File: src/sv/point_cluster_by_distance_defines.svh
// Assertion macros for the file that checks the cluster block.
// Every check is sampled on the rising edge of aclk and is off while
// aresetn is low.
`ifndef POINT_CLUSTER_BY_DISTANCE_DEFINES_SVH
`define POINT_CLUSTER_BY_DISTANCE_DEFINES_SVH

// Property that must hold in the same cycle as its trigger.
`define PCD_ASSERT_NOW(lbl, trig, prop, msg) \
    lbl: assert property (@(posedge aclk) disable iff (!aresetn) (trig) |-> (prop)) \
        else $error(msg);

// Property that must hold in the cycle after its trigger.
`define PCD_ASSERT_NEXT(lbl, trig, prop, msg) \
    lbl: assert property (@(posedge aclk) disable iff (!aresetn) (trig) |=> (prop)) \
        else $error(msg);

`endif

File: src/sv/pcd_pkg.sv
package pcd_pkg;

    // Capacity of the point store.
    localparam int MAX_POINTS = 64;
    localparam int IDX_W      = $clog2(MAX_POINTS);
    localparam int CNT_W      = $clog2(MAX_POINTS + 1);

    // Input word layout.
    localparam int COORD_W  = 16;
    localparam int RAD_W    = 16;
    localparam int XYR_W    = 2 * COORD_W + RAD_W;
    localparam int S_DATA_W = 48;

    // Arithmetic widths: difference, its square, sum of squares, link
    // distance and its square.
    localparam int DIST_W = 16;
    localparam int DX_W   = COORD_W + 1;
    localparam int SQ_W   = 2 * COORD_W;
    localparam int D2_W   = SQ_W + 1;
    localparam int TD_W   = DIST_W + 2;
    localparam int TD2_W  = 2 * TD_W;

    // Output word layout.
    localparam int OUT_IDX_W = 6;
    localparam int OUT_LBL_W = 6;
    localparam int OUT_CNT_W = 7;
    localparam int M_USED_W  = 2 * OUT_IDX_W + 2 * OUT_CNT_W;
    localparam int M_DATA_W  = 32;

    // Configuration port.
    localparam int CFG_ADDR_W = 2;
    localparam int CFG_DATA_W = 16;
    localparam logic [DIST_W-1:0] LINK_DISTANCE_RESET = DIST_W'(16);

    typedef enum logic [CFG_ADDR_W-1:0] {
        REG_LINK_DISTANCE = 2'd0,
        REG_USE_RADII     = 2'd1
    } cfg_reg_t;

    // Commands from the controller to the datapath.
    typedef struct packed {
        logic accept;     // take the word on the input channel
        logic scan_step;  // advance the compare pipeline by one step
        logic rel_step;   // one step of the relabel sweep
        logic finish;     // settle and store the new point's label
        logic out_issue;  // read the label of the next readout entry
        logic out_load;   // load the output register
    } pcd_cmd_t;

    // Status from the datapath to the controller.
    typedef struct packed {
        logic full;       // store holds MAX_POINTS points
        logic merge;      // compare stage found a link to another label
        logic scan_done;  // all earlier points compared, pipeline empty
        logic rel_done;   // relabel sweep complete
        logic last;       // the point being handled closes the set
        logic out_busy;   // output register still holds a word
        logic out_last;   // readout pointer is at the final point
    } pcd_sts_t;

endpackage

File: src/sv/pcd_ctrl.sv
module pcd_ctrl import pcd_pkg::*; (
    input  logic     aclk,
    input  logic     aresetn,
    input  logic     s_tvalid,
    input  logic     s_tlast,
    output logic     s_tready,
    input  pcd_sts_t sts,
    output pcd_cmd_t cmd
);

    typedef enum logic [5:0] {
        S_IDLE   = 6'b000001,
        S_SCAN   = 6'b000010,
        S_REL    = 6'b000100,
        S_FINISH = 6'b001000,
        S_OUT_RD = 6'b010000,
        S_OUT_LD = 6'b100000
    } state_t;

    state_t state_reg, state_next;

    always_comb begin
        state_next = state_reg;
        cmd        = '0;
        case (state_reg)
            S_IDLE: begin
                if (s_tvalid) begin
                    cmd.accept = 1'b1;
                    if (sts.full) begin
                        state_next = s_tlast ? S_OUT_RD : S_IDLE;
                    end else begin
                        state_next = S_SCAN;
                    end
                end
            end
            S_SCAN: begin
                cmd.scan_step = 1'b1;
                if (sts.merge) begin
                    state_next = S_REL;
                end else if (sts.scan_done) begin
                    state_next = S_FINISH;
                end
            end
            S_REL: begin
                if (sts.rel_done) begin
                    state_next = S_SCAN;
                end else begin
                    cmd.rel_step = 1'b1;
                end
            end
            S_FINISH: begin
                cmd.finish = 1'b1;
                state_next = sts.last ? S_OUT_RD : S_IDLE;
            end
            S_OUT_RD: begin
                if (!sts.out_busy) begin
                    cmd.out_issue = 1'b1;
                    state_next    = S_OUT_LD;
                end
            end
            S_OUT_LD: begin
                cmd.out_load = 1'b1;
                state_next   = sts.out_last ? S_IDLE : S_OUT_RD;
            end
            default: begin
                state_next = S_IDLE;
            end
        endcase
    end

    always_ff @(posedge aclk) begin
        if (!aresetn) begin
            state_reg <= S_IDLE;
        end else begin
            state_reg <= state_next;
        end
    end

    assign s_tready = (state_reg == S_IDLE);

endmodule

File: config.mk
export PLATFORM = sky130hd
export DESIGN_NAME = pcd_ctrl
export DESIGN_NICKNAME = d
export VERILOG_FILES = /design/src/sv/point_cluster_by_distance_defines.svh /design/src/sv/pcd_pkg.sv /design/src/sv/pcd_ctrl.sv
export SDC_FILE = /design/constraint.sdc
export NUM_CORES = 1
export LEC_CHECK = 0
export ABC_AREA = 1
export BUFFER_PORTS_ARGS = -buffer_cell sky130_fd_sc_hd__buf_2
export CAP_MARGIN = 20
export CORE_ASPECT_RATIO = 1.25
export CORE_UTILIZATION = 29
export DETAILED_ROUTE_END_ITERATION = 8
export GPL_TIMING_DRIVEN = 1
export SYNTH_ARGS = -nofsm -noshare
export SYNTH_HDL_FRONTEND = slang
export SYNTH_SLANG_ARGS = --single-unit
File: constraint.sdc
create_clock -name aclk -period 1.05 [get_ports aclk]
set_input_delay 0.0525 -clock aclk [delete_from_list [all_inputs] [get_ports aclk]]
set_output_delay 0.0525 -clock aclk [all_outputs]
set_load 0.05 [all_outputs]
==> results.sh, run 1 <==
export IMPL_grt_max_degree=6
export IMPL_cts_inserted_buffers=3
export IMPL_max_slew_worst_pin_slew_ps=216
export IMPL_required_ps=1000
export IMPL_most_frequent_standard_cell_in_the_layout_excluding_fill_and_tap_cells="buf_4"
export IMPL_ys_seq_elements=6
export IMPL_worst_r2r_cell_count=10
export IMPL_report_final_setup_viol=12
export IMPL_grt_util_all_layers_pct=18.8
export IMPL_maximum_buffer_depth_of_the_clock_tree=2
export IMPL_wire_per_inst_um=11.8
export IMPL_tritoncts="done"
export IMPL_globalplace_congestion=0.767
export IMPL_area_growth_pct=108
export IMPL_drt_wirelength_um=1710
export IMPL_fin_worst_skew_ps=0.704
export IMPL_insertedDiodeCount=0
export IMPL_ctsHtreeMaxLevel=1
export IMPL_worst_slew_slack_as_a_fraction_of_its_limit_pct=85.5
export IMPL_synth_area_top_cells="dfxtp_1 23%, nor2_1 13%, inv_1 9.4%"
export IMPL_max_cap_violations=0
export IMPL_synth_largest_area_cell="dfxtp_1"
export IMPL_yosysWarningCount=0
export IMPL_setup_worst_path_end_class="output port"
export IMPL_critical_path_peak_fanout=3
export IMPL_rsz0062_at_grt="true"
export IMPL_pwr_density_cell_nw_per_um2=2410
export IMPL_power_share_switching_pct=48.9
export IMPL_timing_hold_worst_path_depth=2
export IMPL_clk_transition_reported_paths_ps=50
export IMPL_core_area_um2=1620
export IMPL_seq_area_frac_synth_pct=23.2
export IMPL_violations="setup timing"
export IMPL_internal_power_uw=1330
export IMPL_yosys_cell_types_count=17
export IMPL_share_of_layout_cells_above_drive_strength_1_pct=66.9
export IMPL_sequentialPowerShare_pct=15.1
export IMPL_die_area_um2=1960
export IMPL_hold_path_class="primary input to flip-flop"
export IMPL_pre_cts_ws_ps=-159
export IMPL_min_clock_period_post_route_ps=1340
export IMPL_tritoncts_num_sinks=6
export IMPL_clock_power_share_pct=9.0
export IMPL_flip_flop_count_of_the_largest_register_all_copies_and_words_added=6
export IMPL_antenna_found_initial=0
export IMPL_critical_path_class="flip-flop to output port"
export IMPL_hold_violation_count_in_the_final_report=0
export IMPL_p_comb_share_pct=75.9
export IMPL_start_kind="flip-flop"
export IMPL_insertion_delay_ps=240
export IMPL_die_x_um=39.8
export IMPL_final_cell_mix="14 x buf_4, 11 x nor2_4, 11 x buf_6"
export IMPL_finish_cell_count_without_fillers=145
export IMPL_fin_ws_ps=-294
export IMPL_detail_route_vias_per_cell=4.91
export IMPL_fin_max_slew_vios=0
export IMPL_placed_cells=131
export IMPL_synth_area_um2=517
export IMPL_p_switching_uw=1270
export IMPL_ant_nets_after_route=0
export IMPL_global_route_total_overflow=0
export IMPL_start_util_pct=31.9
export IMPL_post_route_period_util_pct=128
export IMPL_synthesis_instances=85
export IMPL_status="complete, but fails checks"
export IMPL_detail_route_iter0_violations=10
export IMPL_peak_vdd_ir_mv=1.62
export IMPL_chipHeight_um=49.2
export IMPL_crit_arrival_ps=1290
export IMPL_place_hpwl_um=1230
export IMPL_final_net_count=139
export IMPL_first_global_vias=652
export IMPL_placement_io_buffers=17
export IMPL_synth_top_area_share_pct=23.2
export IMPL_total_leakage_power_uw=0.000496
export IMPL_rows=16
export IMPL_syn_nets=96
export IMPL_clock_fmax_mhz=744
export IMPL_cts_root_buffer_cell="clkbuf_4"
export IMPL_grt_first_pass_wirelength_um=2650
export IMPL_remaining_drc_errors=0
export IMPL_routed_via_count=712
export IMPL_cts_hold_buffers_added=0
export IMPL_syn_mean_instance_area_um2=6.08
export IMPL_pin_count=18
export IMPL_dr_pass1_iters=4
power groups by stage:
stage	Clock, uW	Sequential (uW)	Combinational, uW
final	233	392	1970
after global routing	266	402	2090
after CTS	245	380	1760
after detailed placement	0	350	1370
after global placement	0	345	1360
after floorplan	0	351	972
per-layer routing:
metal | vias up | share of wire (%) | routed length (um) | global-route usage (%)
met2 | 20 | 54 | 915 | 31.7
met4 | 0 | 1.2 | 20 | 6.90
met5 | - | 0 | 0 | 0
met3 | 4 | 4.0 | 69 | 2.74
met1 | 329 | 41 | 700 | 22.9
li1 | 359 | - | - | -
critical path, cell delays in order, from the launching register on:
cell and delay [ps]:
dfxtp_4 360, buf_4 130, nor2_2 180, nand2_2 110
nor2_4 110, buf_6 150
logic make-up (layout without fill, tap and decap cells):
kind of cell           count (synthesis)  count (layout)  share of synthesized area [%]
AO/OA/AOI/OAI                          7               7                           6.78
buffers and inverters                 16              58                           11.6
flip-flops                             6               6                           23.2
AND/OR/NAND/NOR                       56              56                           58.3
timing repair:
item | CTS | global route
resized for setup | 35 | 17
gates cloned | 0 | 0
pin swaps | 4 | 13
setup buffers | 2 | 8
endpoints found under the setup margin | 12 | 13
area by class of cell:
class	count	area, um^2
sequential	6	143
timing repair buffer	38	324
multi-input combinational	63	473
inverter	16	85.1
clock buffer	4	26.3
fill	133	548
tap	18	22.5
cells in the mapped netlist:
| cell type | n |
|---|---|
| a21oi_1 | 4 |
| dfxtp_1 | 6 |
| inv_1 | 13 |
| inv_2 | 3 |
| nand2_1 | 13 |
| nand2_2 | 4 |
| nand2_4 | 1 |
| nand3_1 | 4 |
| nand3_2 | 1 |
| nand4_1 | 5 |
| nand4_2 | 1 |
| nor2_1 | 18 |
| nor2_2 | 2 |
| nor2_4 | 4 |
| nor3_1 | 1 |
| nor4_1 | 2 |
| o21ai_0 | 3 |
path summary, 6_finish.rpt:
path                       end  slack (ps)    startpoint
setup / recovery        cmd[1]        -290  state_reg[5]
hold / removal    state_reg[5]          60        sts[1]
setup reg to reg  state_reg[4]        -240  state_reg[0]
hold reg to reg   state_reg[4]         550  state_reg[4]
through the flow:
stage | TNS, ps | area (um^2) | hold slack (ps) | utilization, % | power [uW]
2_1_floorplan | -735 | 611 | 124 | - | 1320
4_1_cts | -2340 | 948 | 39.7 | 58.5 | 2390
3_5_place_dp | -1130 | 801 | 304 | 49.4 | 1720
3_3_place_gp | -1020 | 801 | 288 | 49.4 | 1700
5_1_grt | -3420 | 1070 | 62.0 | 66.2 | 2760
6_report | -2580 | 1070 | 55.2 | 66.2 | 2590
No activity file was read; power rests on OpenSTA's default activity.
==> run 2: changes to the inputs <==
HOLD_SLACK_MARGIN = 0.06   (was unset)
PLACE_DENSITY = 0.51   (was unset)
SETUP_SLACK_MARGIN = 0.5   (was unset)
==> results.sh, run 2 (synthesis gave the netlist of run 1 again) <==
export IMPL_hold_path_class="primary input to flip-flop"
export IMPL_die_area_um2=1960
export IMPL_max_slew_worst_pin_slew_ps=260
export IMPL_antenna_found_initial=0
export IMPL_critical_path_peak_fanout=3
export IMPL_pwr_density_cell_nw_per_um2=2390
export IMPL_post_dp_cell_area_um2=786
export IMPL_critical_path_class="flip-flop to output port"
export IMPL_first_global_vias=676
export IMPL_placement_io_buffers=17
export IMPL_required_ps=1000
export IMPL_clk_transition_reported_paths_ps=50
export IMPL_pin_count=18
export IMPL_setup_worst_path_end_class="output port"
export IMPL_start_kind="flip-flop"
export IMPL_hold_violation_count_in_the_final_report=0
export IMPL_finish_cell_count_without_fillers=139
export IMPL_crit_arrival_ps=1260
export IMPL_grt_max_degree=6
export IMPL_drt_wirelength_um=1610
export IMPL_cts_inserted_buffers=3
export IMPL_final_cell_mix="11 x nor2_4, 11 x buf_6, 10 x nor2_1, 10 x nand2_1, 10 x buf_2"
export IMPL_detail_route_iter0_violations=11
export IMPL_tritoncts_num_sinks=6
export IMPL_wire_per_inst_um=11.6
export IMPL_remaining_drc_errors=0
export IMPL_start_util_pct=31.9
export IMPL_report_final_setup_viol=13
export IMPL_detail_route_vias_per_cell=4.82
export IMPL_cts_root_buffer_cell="clkbuf_4"
export IMPL_share_of_layout_cells_above_drive_strength_1_pct=65.3
export IMPL_status="complete, but fails checks"
export IMPL_fin_ws_ps=-258
export IMPL_rows=16
export IMPL_gr_max_usage_layer="met2"
export IMPL_grt_util_all_layers_pct=19.9
export IMPL_ctsHtreeMaxLevel=1
export IMPL_flip_flop_count_of_the_largest_register_all_copies_and_words_added=6
export IMPL_rsz0062_at_grt="true"
export IMPL_maximum_buffer_depth_of_the_clock_tree=2
export IMPL_clock_fmax_mhz=765
export IMPL_placed_cells=127
export IMPL_grt_util_met3_pct=1.37
export IMPL_min_clock_period_post_route_ps=1310
export IMPL_power_total_uw=2510
export IMPL_gr_usage_met2_pct=35.0
export IMPL_place_hpwl_um=1160
export IMPL_routed_via_count=670
export IMPL_peak_vdd_ir_mv=2.27
export IMPL_global_route_total_overflow=0
export IMPL_insertion_delay_ps=240
export IMPL_total_leakage_power_uw=0.000469
export IMPL_core_area_um2=1620
export IMPL_globalplace_congestion=0.737
export IMPL_violations="setup timing"
export IMPL_post_route_period_util_pct=125
export IMPL_dr_pass1_iters=4
export IMPL_area_growth_pct=103
export IMPL_fin_worst_skew_ps=0.274
export IMPL_ant_nets_after_route=0
export IMPL_groute_layer_met1_usage_pct=23.7
export IMPL_die_x_um=39.8
export IMPL_fin_max_slew_vios=0
export IMPL_tritoncts="done"
export IMPL_final_net_count=133
export IMPL_worst_slew_slack_as_a_fraction_of_its_limit_pct=82.6
export IMPL_max_cap_violations=0
export IMPL_postLayoutCellArea_um2=1050
export IMPL_chipHeight_um=49.2
export IMPL_grt_first_pass_wirelength_um=2750
export IMPL_insertedDiodeCount=0
run 2: cell count changes in the layout (fill, tap and decap cells not counted), sizes merged:
cell      previous run  this run
clkinvlp             2         3
buf                 38        32
inv                 14        13
run 2: layout make-up:
type                    count  area (um^2)
fillers                   142          573
multi-input cells          63          492
repair buffers             32          279
flip-flops and latches      6          140
inverters                  16         88.8
clock buffers               4         26.3
well taps                  18         22.5
run 2: worst paths after layout:
check	from	to	slack (ps)	cells past startpoint
worst max-delay path	state_reg[1]	cmd[2]	-260	5
worst min-delay path	aresetn	state_reg[4]	60	3
worst max register to register	state_reg[5]	state_reg[4]	-190	10
worst min register to register	state_reg[4]	state_reg[4]	540	2
run 2: timing repair:
action / CTS / global route
buffers inserted: 8 / 0
endpoints found under the setup margin: 13 / 13
pin swaps: 5 / 6
endpoints found under the hold margin: 2 / 2
resized for setup: 34 / 17
cloned: 0 / 0
run 2: report_power, final:
part	leakage [uW]	switching (uW)	total, uW	internal [uW]
sequential	0.0000525	93.3	395	301
clock	0.0000150	83.7	228	144
combinational	0.000402	1090	1880	796
total	0.000469	1260	2510	1240
run 2: critical path: stages (launching register included):
cell,delay [ps]
dfxtp_4,360
inv_4,60
nand2_4,60
buf_6,130
nor4_4,210
buf_6,190
run 2: per-stage QoR:
step	worst slack [ps]	TNS (ps)	hold slack (ps)	utilization [%]
after floorplan	-199	-719	124	-
after global placement	-124	-949	294	48.5
after detailed placement	-107	-901	295	48.5
after CTS	-273	-2280	49.9	60.6
after global routing	-329	-3370	46.3	64.7
final	-258	-2420	57.0	64.7
run 2: routing by layer:
layer,part of all wire [%],up-vias
li1,-,343
met1,36,313
met2,60,12
met3,2.9,2
met4,0.74,0
met5,0,-
